$ cat src/hw/rtl/pps_queue.sv
// ----------------------------------------------------------------------------
// pps_queue
// Two-entry job queue between the point front end and the steer unit.
// ----------------------------------------------------------------------------
module pps_queue #(
    parameter int DATA_WIDTH = 8
) (
    input  logic                  clk,
    input  logic                  rst_n,
    input  logic                  push_valid,
    output logic                  push_ready,
    input  logic [DATA_WIDTH-1:0] push_data,
    output logic                  pop_valid,
    input  logic                  pop_ready,
    output logic [DATA_WIDTH-1:0] pop_data
);
    logic [DATA_WIDTH-1:0] entry_reg [2];
    logic                  wr_ptr_reg, rd_ptr_reg;
    logic [1:0]            count_reg;
    logic                  do_push, do_pop;

    always_comb
    begin
        push_ready = (count_reg != 2'd2);
        pop_valid  = (count_reg != 2'd0);
        pop_data   = entry_reg[rd_ptr_reg];
        do_push    = push_valid && push_ready;
        do_pop     = pop_valid && pop_ready;
    end

    // entry storage
    always_ff @(posedge clk)
    begin
        if (do_push)
            entry_reg[wr_ptr_reg] <= push_data;
    end

    // pointers and fill count
    always_ff @(posedge clk or negedge rst_n)
    begin
        if (!rst_n)
        begin
            wr_ptr_reg <= 1'b0;
            rd_ptr_reg <= 1'b0;
            count_reg  <= 2'd0;
        end
        else
        begin
            if (do_push)
                wr_ptr_reg <= !wr_ptr_reg;
            if (do_pop)
                rd_ptr_reg <= !rd_ptr_reg;
            if (do_push && !do_pop)
                count_reg <= count_reg + 2'd1;
            else if (do_pop && !do_push)
                count_reg <= count_reg - 2'd1;
        end
    end

endmodule

$ cat config.mk
export PLATFORM = sky130hd
export DESIGN_NAME = pps_queue
export DESIGN_NICKNAME = d
export VERILOG_FILES = /design/src/hw/rtl/pps_queue.sv
export SDC_FILE = /design/constraint.sdc
export NUM_CORES = 1
export LEC_CHECK = 0
export BUFFER_PORTS_ARGS = -buffer_cell sky130_fd_sc_hd__buf_2
export CAP_MARGIN = 20
export CORE_MARGIN = 2
export CORE_UTILIZATION = 48
export DETAILED_ROUTE_END_ITERATION = 10
export PLACE_DENSITY = 0.79
export SETUP_SLACK_MARGIN = 0.15
export SLEW_MARGIN = 10
export SYNTH_ARGS = -nofsm -noshare
export SYNTH_HDL_FRONTEND = slang
export SYNTH_SLANG_ARGS = --single-unit
$ cat constraint.sdc
create_clock -name clk -period 1.6 [get_ports clk]
set_clock_uncertainty 0.15 [all_clocks]
set_input_delay 0.32 -clock clk [delete_from_list [all_inputs] [get_ports clk]]
set_output_delay 0.32 -clock clk [all_outputs]
set_load 0.01 [all_outputs]
==> results.cfg <==
[critical_path]
cp-end-kind = primary output
worst_setup_path_start_kind = flip-flop
cp_max_fo = 4
r2r_start = count_reg[0]
critPathCapture = pop_data[6]
crit_required_ns = 1.13
r2r_end = count_reg[1]
arrival_ns = 1.28
rr_worst_depth = 7
path_class = flip-flop to primary output
cp-startpoint = rd_ptr_reg
r2r_slack_ns = 0.12

[job]
drv_cap = 0

[cts]
cts.clk_slew.worst_paths_ns = 0.11
clkLatencyLatePin_ns = 0.29
numCtsBuffers = 3
cts_root_buf = clkbuf_4
cts_max_level = 1
cts_tree = yes
clock-sinks = 20
cts_buffer_depth = 2

[layout]
antenna_cells = 0
stdcell_count = 93
nFillCells = 108
layout_commonest_cell = edfxtp_1
num-nets-final = 91
mostFrequentLayoutCells = edfxtp_1 (16), buf_6 (13), buf_2 (11)
final_core_util = 0.745
area_delta_synth_final_pct = 44.2
drive_gt1_frac = 0.662
largest_reg_flops = 16

[detailed_routing]
ant_nets = 0
drt_iter0_markers = 6
vias = 451
via_per_inst = 4.85
first_pass_iters = 4
drc = 0
routedWlPerCell_um = 13.6
routed_wl_um = 1270

[synth]
ys_ff_latch = 20
ys_warn_count = 0
synth_seq_area_share = 0.738
synth_fp_nets = 56
synth_cell_types = 14
synthCells = 43
syn_area_um2 = 787
synth_area_per_cell_um2 = 18.3

[global_route]
grt_pass1_vias = 460
track_usage = 0.147
grt_pass1_wl_um = 2030
grt_overflow_total = 0
grt_max_degree = 12
antenna_found_initial = 0

[die]
initial_core_util = 0.516
core.rowCount = 14
die_area_um2 = 1980
boundaryPins = 22
fp.dieH_um = 44.5
fp.coreArea_um2 = 1520
die_x_um = 44.5

[sta]
fin_ws_ns = -0.148
rsz0062_at_grt = yes
setup_violations = 8
period_minus_slack_ns = 1.75
max_slew.worst_pin.slew_ns = 0.248
drv_slew = 0
maxSlewHeadroom = 0.834
fin_crit_sh = 1.09
hold_viol_final = 0
fmax_mhz = 572

[pwr]
cellLeakagePower_nw = 0.473
powerDensity_nw_per_um2 = 1870
ir_worst_vdd_mv = 1.14

[outcome]
status = finished with violations
failed_checks = negative setup slack

[place]
dp_hpwl_um = 890
gp_congestion = 0.664
io_buffers = 21
place_inst = 80

[min_path]
min_from = push_data[4]
hold_class = input port to flip-flop
## timing repair
action                                 CTS  global route
resized for setup                       18             4
setup endpoints to repair               22            11
gates cloned                             0             0
hold buffers                             1             0
pin swaps                                3             1
endpoints found under the hold margin    4             0
setup buffers                            7             1
## worst max-delay path: stages (launching register included)
cell and delay (ns):
dfrtp_2 0.44, buf_6 0.13, mux2_4 0.29, buf_6 0.12
## Yosys cell counts
master,number,area share
edfxtp_1,16,0.61
mux2_2,8,0.11
dfrtp_1,4,0.13
xnor2_1,3,0.033
nor2_1,2,0.0095
xor2_1,2,0.022
and3_1,1,0.0080
buf_2,1,0.0064
ha_1,1,0.016
inv_1,1,0.0048
nand2_1,1,0.0048
nand2_4,1,0.014
nand2b_4,1,0.017
or2_4,1,0.011
## logic make-up (layout without fill, tap and decap cells)
family	count (synthesis)	count (layout)	share of synthesized area
buffers and inverters	2	36	0.0111
xor gates and xnor gates	5	5	0.0557
adders and majority gates	1	1	0.0159
muxes	8	8	0.114
and+or+nand+nor	7	7	0.0652
DFF	20	20	0.738
## report_power, final
| group | switching (W) | internal [W] |
|---|---|---|
| clock network | 0.000138 | 0.000138 |
| registers | 0.0000738 | 0.000730 |
| logic | 0.000405 | 0.000638 |
| total | 0.000617 | 0.00151 |
## layer usage
layer | share of wire | up-vias | routed length [um] | global-route usage
met5 | 0 | - | 0 | 0
met4 | 0 | 0 | 0 | 0.0182
met3 | 0.039 | 0 | 49 | 0.0490
met2 | 0.53 | 12 | 675 | 0.261
met1 | 0.43 | 214 | 540 | 0.177
li1 | - | 225 | - | -
## worst min-delay path by stage
stage | end | cells after the start | slack, ns
finish | entry_reg[0][4] | 1 | 0.06
detailed placement | count_reg[0] | 1 | -0.01
floorplan | count_reg[0] | 0 | -0.13
CTS | entry_reg[0][4] | 1 | 0.05
global placement | count_reg[1] | 1 | -0.02
global route | entry_reg[0][4] | 1 | 0.04
## stage by stage
step	TNS (ns)	setup slack (ns)	hold WS, ns	total power [W]	area, um2
2_1_floorplan	0	0.122	-0.126	0.00128	810
3_3_place_gp	0	0.0654	-0.0170	0.00146	937
3_5_place_dp	0	0.0641	-0.0120	0.00148	937
4_1_cts	-1.13	-0.149	0.0498	0.00209	1110
5_1_grt	-1.50	-0.192	0.0416	0.00224	1130
6_report	-1.12	-0.148	0.0591	0.00212	1130
## final cells by class
type / count / area (um2) / area share
clock buffer: 4 / 36.3 / 0.0320
tap: 16 / 20.0 / 0.0176
timing repair buffer: 31 / 256 / 0.226
inverter: 1 / 6.26 / 0.00551
multi-input combinational: 21 / 234 / 0.206
sequential: 20 / 582 / 0.513
(Power assumes the default switching activity.)
