$ cat src/hw/rtl/pps_pkg.sv
// ----------------------------------------------------------------------------
// pps_pkg
// Shared constants, codes and types of the pure pursuit steering block.
// ----------------------------------------------------------------------------
package pps_pkg;

    // default parameter values
    localparam int DEF_COORD_WIDTH     = 32;
    localparam int DEF_ANGLE_FRAC_BITS = 16;
    localparam int DEF_CORDIC_STEPS    = 18;

    // configuration register indexes
    localparam logic [1:0] REG_WHEEL_BASE    = 2'd0;
    localparam logic [1:0] REG_MIN_LOOKAHEAD = 2'd1;
    localparam logic [1:0] REG_MAX_LOOKAHEAD = 2'd2;

    // register reset values
    localparam logic [15:0] WHEEL_BASE_RST    = 16'd655;
    localparam logic [15:0] MIN_LOOKAHEAD_RST = 16'd2176;
    localparam logic [15:0] MAX_LOOKAHEAD_RST = 16'd2688;

    // angles in Q30 radians
    localparam longint Q30_PI      = 64'sd3373259426;
    localparam longint Q30_HALF_PI = 64'sd1686629713;
    localparam longint Q30_TWO_PI  = 64'sd6746518852;
    localparam longint GAIN_Q30    = 64'sd652032874;
    localparam longint GAIN_Q20    = 64'sd636751;

    // look-ahead: 10 km/h in Q8.8 m/s, slow look-ahead 5 m, 9/5 by reciprocal
    localparam logic [16:0] SPEED_FAST   = 17'd712;
    localparam logic [15:0] LOOK_SLOW    = 16'd1280;
    localparam logic [23:0] MUL_NINE_FIFTHS = 24'd7549749;   // 9 * ceil(2^22 / 5)
    localparam int          NINE_FIFTHS_SHIFT = 22;
    localparam longint      FAR_BOUND = 64'sd33554432;        // 2^25

    typedef enum logic {
        CORDIC_ROTATE,
        CORDIC_VECTOR
    } cordic_mode_t;

    typedef struct packed {
        logic         start;
        cordic_mode_t mode;
    } cordic_ctrl_t;

    // arctangent of 2^-i in Q30
    function automatic logic [29:0] atan_q30(input logic [4:0] idx);
        logic [29:0] val;
        case (idx)
            5'd0:    val = 30'd843314857;
            5'd1:    val = 30'd497837830;
            5'd2:    val = 30'd263043837;
            5'd3:    val = 30'd133525159;
            5'd4:    val = 30'd67021688;
            5'd5:    val = 30'd33543515;
            5'd6:    val = 30'd16775852;
            5'd7:    val = 30'd8388438;
            5'd8:    val = 30'd4194283;
            5'd9:    val = 30'd2097149;
            5'd10:   val = 30'd1048576;
            5'd11:   val = 30'd524288;
            5'd12:   val = 30'd262144;
            5'd13:   val = 30'd131072;
            5'd14:   val = 30'd65536;
            5'd15:   val = 30'd32768;
            5'd16:   val = 30'd16384;
            5'd17:   val = 30'd8192;
            5'd18:   val = 30'd4096;
            5'd19:   val = 30'd2048;
            5'd20:   val = 30'd1024;
            5'd21:   val = 30'd512;
            5'd22:   val = 30'd256;
            5'd23:   val = 30'd128;
            5'd24:   val = 30'd64;
            5'd25:   val = 30'd32;
            5'd26:   val = 30'd16;
            5'd27:   val = 30'd8;
            5'd28:   val = 30'd4;
            5'd29:   val = 30'd2;
            5'd30:   val = 30'd1;
            default: val = 30'd0;
        endcase
        return val;
    endfunction

endpackage

$ cat src/hw/rtl/pps_front.sv
// ----------------------------------------------------------------------------
// pps_front
// Takes track point words, computes the look-ahead, runs the far test and
// keeps the preview point; on the end of a track it posts one job.
// ----------------------------------------------------------------------------
module pps_front #(
    parameter int COORD_WIDTH     = pps_pkg::DEF_COORD_WIDTH,
    parameter int ANGLE_FRAC_BITS = pps_pkg::DEF_ANGLE_FRAC_BITS
) (
    input  logic                                 clk,
    input  logic                                 rst_n,
    input  logic [15:0]                          min_lookahead,
    input  logic [15:0]                          max_lookahead,
    input  logic                                 in_valid,
    output logic                                 in_ready,
    input  logic signed [COORD_WIDTH-1:0]        point_x,
    input  logic signed [COORD_WIDTH-1:0]        point_y,
    input  logic signed [COORD_WIDTH-1:0]        vehicle_x,
    input  logic signed [COORD_WIDTH-1:0]        vehicle_y,
    input  logic signed [ANGLE_FRAC_BITS+3:0]    vehicle_heading,
    input  logic signed [15:0]                   vehicle_speed,
    input  logic                                 point_present,
    input  logic                                 last_point,
    output logic                                 job_valid,
    input  logic                                 job_ready,
    output logic                                 job_empty,
    output logic signed [COORD_WIDTH-1:0]        job_tx,
    output logic signed [COORD_WIDTH-1:0]        job_ty,
    output logic signed [COORD_WIDTH:0]          job_dx,
    output logic signed [COORD_WIDTH:0]          job_dy,
    output logic signed [ANGLE_FRAC_BITS+3:0]    job_hd
);
    import pps_pkg::*;

    localparam int CW = COORD_WIDTH;

    typedef enum logic [2:0] {
        F_IDLE,
        F_LOOK,
        F_SQUARE,
        F_UPDATE,
        F_PUSH
    } front_state_t;

    front_state_t                      state_reg;
    logic signed [CW-1:0]              px_reg, py_reg, vx_reg, vy_reg;
    logic signed [ANGLE_FRAC_BITS+3:0] hd_reg;
    logic signed [15:0]                speed_reg;
    logic                              present_reg, last_reg;
    logic [15:0]                       look_reg;
    logic [CW:0]                       ax_reg, ay_reg;
    logic                              big_reg;
    logic [49:0]                       sx_reg, sy_reg;
    logic [47:0]                       ll_reg;
    logic                              found_reg, seen_reg;
    logic signed [CW-1:0]              held_x_reg, held_y_reg;

    logic [16:0]        asp;
    logic [40:0]        look_prod;
    logic [15:0]        look_raw, look_sel, look_next;
    logic signed [CW:0] dx, dy, tdx, tdy;
    logic [CW:0]        ax_next, ay_next;
    logic               big_next, far;
    logic [23:0]        look_q16;

    // look-ahead from speed, then clamp
    always_comb
    begin
        asp = (speed_reg < 0) ? 17'(-$signed({speed_reg[15], speed_reg}))
                              : {1'b0, speed_reg};
        look_prod = 41'(asp) * 41'(MUL_NINE_FIFTHS);
        look_raw  = 16'(look_prod >> NINE_FIFTHS_SHIFT);
        look_sel  = (asp >= SPEED_FAST) ? look_raw : LOOK_SLOW;
        if (look_sel < min_lookahead)
            look_next = min_lookahead;
        else if (look_sel > max_lookahead)
            look_next = max_lookahead;
        else
            look_next = look_sel;
    end

    // offsets of the point from the vehicle
    always_comb
    begin
        dx = (CW+1)'(px_reg) - (CW+1)'(vx_reg);
        dy = (CW+1)'(py_reg) - (CW+1)'(vy_reg);
        ax_next = (dx < 0) ? (CW+1)'(-dx) : (CW+1)'(dx);
        ay_next = (dy < 0) ? (CW+1)'(-dy) : (CW+1)'(dy);
        big_next = (64'(ax_next) >= 64'(FAR_BOUND)) || (64'(ay_next) >= 64'(FAR_BOUND));
        look_q16 = {look_reg, 8'h00};
        far = big_reg || ((51'(sx_reg) + 51'(sy_reg)) > 51'(ll_reg));
    end

    // job word toward the steer unit
    always_comb
    begin
        tdx       = (CW+1)'(held_x_reg) - (CW+1)'(vx_reg);
        tdy       = (CW+1)'(held_y_reg) - (CW+1)'(vy_reg);
        job_valid = (state_reg == F_PUSH);
        job_empty = !seen_reg;
        job_tx    = seen_reg ? held_x_reg : '0;
        job_ty    = seen_reg ? held_y_reg : '0;
        job_dx    = tdx;
        job_dy    = tdy;
        job_hd    = hd_reg;
        in_ready  = (state_reg == F_IDLE);
    end

    // sequencer and held point
    always_ff @(posedge clk or negedge rst_n)
    begin
        if (!rst_n)
        begin
            state_reg  <= F_IDLE;
            found_reg  <= 1'b0;
            seen_reg   <= 1'b0;
            held_x_reg <= '0;
            held_y_reg <= '0;
        end
        else
        begin
            unique case (state_reg)
                F_IDLE:
                begin
                    if (in_valid)
                    begin
                        px_reg      <= point_x;
                        py_reg      <= point_y;
                        vx_reg      <= vehicle_x;
                        vy_reg      <= vehicle_y;
                        hd_reg      <= vehicle_heading;
                        speed_reg   <= vehicle_speed;
                        present_reg <= point_present;
                        last_reg    <= last_point;
                        state_reg   <= F_LOOK;
                    end
                end
                F_LOOK:
                begin
                    look_reg  <= look_next;
                    ax_reg    <= ax_next;
                    ay_reg    <= ay_next;
                    big_reg   <= big_next;
                    state_reg <= F_SQUARE;
                end
                F_SQUARE:
                begin
                    sx_reg    <= 50'(ax_reg[24:0]) * 50'(ax_reg[24:0]);
                    sy_reg    <= 50'(ay_reg[24:0]) * 50'(ay_reg[24:0]);
                    ll_reg    <= 48'(look_q16) * 48'(look_q16);
                    state_reg <= F_UPDATE;
                end
                F_UPDATE:
                begin
                    if (present_reg)
                    begin
                        seen_reg <= 1'b1;
                        if (!found_reg)
                        begin
                            held_x_reg <= px_reg;
                            held_y_reg <= py_reg;
                            if (far)
                                found_reg <= 1'b1;
                        end
                    end
                    state_reg <= last_reg ? F_PUSH : F_IDLE;
                end
                F_PUSH:
                begin
                    if (job_ready)
                    begin
                        found_reg <= 1'b0;
                        seen_reg  <= 1'b0;
                        state_reg <= F_IDLE;
                    end
                end
                default: state_reg <= F_IDLE;
            endcase
        end
    end

endmodule

$ cat config.mk
export PLATFORM = sky130hd
export DESIGN_NAME = pps_front
export DESIGN_NICKNAME = d
export VERILOG_FILES = /design/src/hw/rtl/pps_pkg.sv /design/src/hw/rtl/pps_front.sv
export SDC_FILE = /design/constraint.sdc
export NUM_CORES = 2
export LEC_CHECK = 0
export BUFFER_PORTS_ARGS = -buffer_cell sky130_fd_sc_hd__buf_2
export CORE_MARGIN = 2
export CORE_UTILIZATION = 25
export CTS_CLUSTER_SIZE = 24
export DETAILED_ROUTE_END_ITERATION = 8
export GPL_ROUTABILITY_DRIVEN = 0
export PLACE_DENSITY = 0.49
export SLEW_MARGIN = 20
export SYNTH_ARGS = -nofsm -noshare
export SYNTH_HDL_FRONTEND = slang
export SYNTH_SLANG_ARGS = --single-unit
$ cat constraint.sdc
create_clock -name clk -period 13.53 [get_ports clk]
set_clock_uncertainty 0.05 [all_clocks]
set_input_delay 2.706 -clock clk [delete_from_list [all_inputs] [get_ports clk]]
set_output_delay 2.706 -clock clk [all_outputs]
set_load 0.05 [all_outputs]
==> metrics.csv <==
metric,value,unit
synth-edff-count,362,
slew_violations,0,
cts_buffers,54,
core-area,0.292,mm2
drtAntennaViolNets,0,
slowest_delay,0.66,ns
hold_path_end,state_reg[1]$_DFFE_PN0P_,
viasPerCell,4.38,
layout-drive-gt1-share,8.15,%
min_delay_path_depth,1,
drtPass1Iterations,7,
fp-row-count,198,
grt_start_max_net_pins,70,
synth_xor_area_share,4.12,%
synthSimpleGateAreaFrac,11.3,%
synth_top_area_share,33.1,%
place_hpwl,164,mm
cp_max_fo,17,
fin_cells,11800,
io_pins,355,
final_common_cell,inv_1,
rsz0062_at_grt,false,
setup_viol,0,
die_x,546,um
grtUsageMet1,17.5,%
grt_usage,13.5,%
slew_headroom,24.7,%
die_area,0.298,mm2
globalRoute.busiestLayer,met2,
worst_path_most_repeated_cell,a211oi_1,
cts_max_level,2,
initial_core_util,25.2,%
period_share,84.8,%
synth_cells,7505,
min_from,state_reg[2]$_DFFE_PN0P_,
ctsHoldBuffers,0,
syn_avg_cell_area,9.78,um2
synth-main-ff-cell,edfxtp_1,
antenna_found_initial,14,
worst_pin_slew,1.13,ns
yosysWarnings,0,
dp_cells,11700,
end_kind,flip-flop,
synth_compound_area_share,8.49,%
root_buffer,clkbuf_16,
synthAdderAreaFrac,47.8,%
grt.met3_usage,1.67,%
synth_top_cell_by_area,fa_1,
route.detailed.wl_per_inst,16.9,um
grt_pass1_wl,320,mm
vias,51600,
clkLatencyLatePin,0.70,ns
ys_top_cells_by_area,"fa_1 (33%), edfxtp_1 (15%), ha_1 (15%), inv_1 (9.1%), and2_1 (3.5%)",
slowest_stage,xor2_1,
cts_resized,0,
hp-class,reg -> reg,
cts_tree,done,
mostFrequentLayoutCells,"inv_1 (1775), fa_1 (1212), ha_1 (867), nand2_1 (480), and2_1 (414)",
finalSetupTns,0,ns
r2r_cells,38,
start_kind,flip-flop,
grt.overflow.total,0,
fin_util,28.1,%
cts.sinks,431,
post-route-drc-count,0,
ys_seq_area_share,17.2,%
synth-seq-cells,431,
drtIter0Drc,2481,
synth_top_family_by_area,adder cells,
dieHeight,546,um
synth.distinct_cells,88,
cts_buffer_depth,3,
syn2layout_area_growth,11.7,%
worst_r2r_startpoint,speed_reg[0]$_DFFE_PP_,
hold_viol,0,
drv_cap,0,
fmax,87.2,MHz
required,13.83,ns
arrival,11.77,ns
outcome,completed,
synth_area,0.0734,mm2
path_clk_slew,0.06,ns
worst-r2r-setup-slack,2.06,ns
async_flop_share,16.0,%
wl,200,mm
grt_pass1_vias,57200,
cts_setup_buffers,0,
met2_usage,23.5,%
muxShareOfSynthArea,1.09,%
period_needed,11.47,ns
nNetsFinal,10100,
io_buffers,354,
critPathKind,reg -> reg,
timing.rr.end,look_reg[12]$_DFFE_PP_,
[cell usage after synthesis, types with 18 or more instances]
cell type,count
a21o_1,121
o21a_1,59
dfrtp_1,69
or2_2,27
o211ai_1,28
nand2b_1,54
nand2_1,480
nor2b_1,56
mux2_2,64
nor4_1,18
a31oi_1,34
fa_1,1212
edfxtp_1,362
or3_1,23
nand3_1,65
a21oi_1,301
o21bai_1,38
o21ai_0,163
a211oi_1,41
nor2_1,343
and3_1,32
nor3_1,68
xor2_1,105
ha_1,867
and2_1,414
nand4_1,43
clkbuf_1,159
xnor2_1,240
inv_1,1775
[critical path: cells and delay by family (launching register included)]
kind | cells | cell delay (ns)
simple gates | 11 | 2.01
xor+xnor | 2 | 0.75
buf+inv | 4 | 0.65
fa+ha+maj | 8 | 3.41
flops | 1 | 0.48
compound gates | 13 | 3.78
[metrics by stage]
step	instance area, um2	setup WS, ns	hold slack (ns)
CTS	82000	2.01	0.469
detailed placement	80100	2.14	0.452
global route	82000	1.16	0.489
floorplan	73400	0.748	0.402
finish	82000	2.06	0.454
global placement	80100	2.18	0.449
[layout make-up]
type,instances,area [um2]
Inverter,1783,6690
Timing Repair Buffer,430,2340
Tap cell,3900,4880
Antenna cell,4,10.0
Sequential cell,431,12600
Fill cell,30700,210000
Multi-Input combinational cell,5132,53600
Clock inverter,29,455
Clock buffer,71,1450
[per-layer routing]
metal / up-vias / share of wire, %
li1: 24400 / -
met5: - / 0.063
met2: 1089 / 48
met1: 25800 / 45
met3: 239 / 4.2
met4: 18 / 2.8
[kinds of logic (layout without fill, tap and decap cells)]
kind of cell	Yosys count	count (layout)
and+or+nand+nor	1669	1669
AOI/OAI and AO/OA	959	959
adders and majority gates	2079	2079
muxes	72	72
DFF	431	431
other	2	12
buffers and inverters	1948	2313
xor gates and xnor gates	345	345
[how the worst max path moves through the flow]
stage	from	to	slack, ns
final	speed_reg[0]$_DFFE_PP_	look_reg[12]$_DFFE_PP_	2.06
after global routing	speed_reg[0]$_DFFE_PP_	look_reg[12]$_DFFE_PP_	1.16
after CTS	speed_reg[0]$_DFFE_PP_	look_reg[12]$_DFFE_PP_	2.01
after detailed placement	speed_reg[0]$_DFFE_PP_	look_reg[12]$_DFFE_PP_	2.14
after global placement	speed_reg[0]$_DFFE_PP_	look_reg[12]$_DFFE_PP_	2.18
after floorplan	rst_n	ll_reg[16]$_DFFE_PP_	0.75
Power is left out: the tool's default activity adds up to more than one toggle a clock period on the data nets, which glitch-free logic cannot reach.
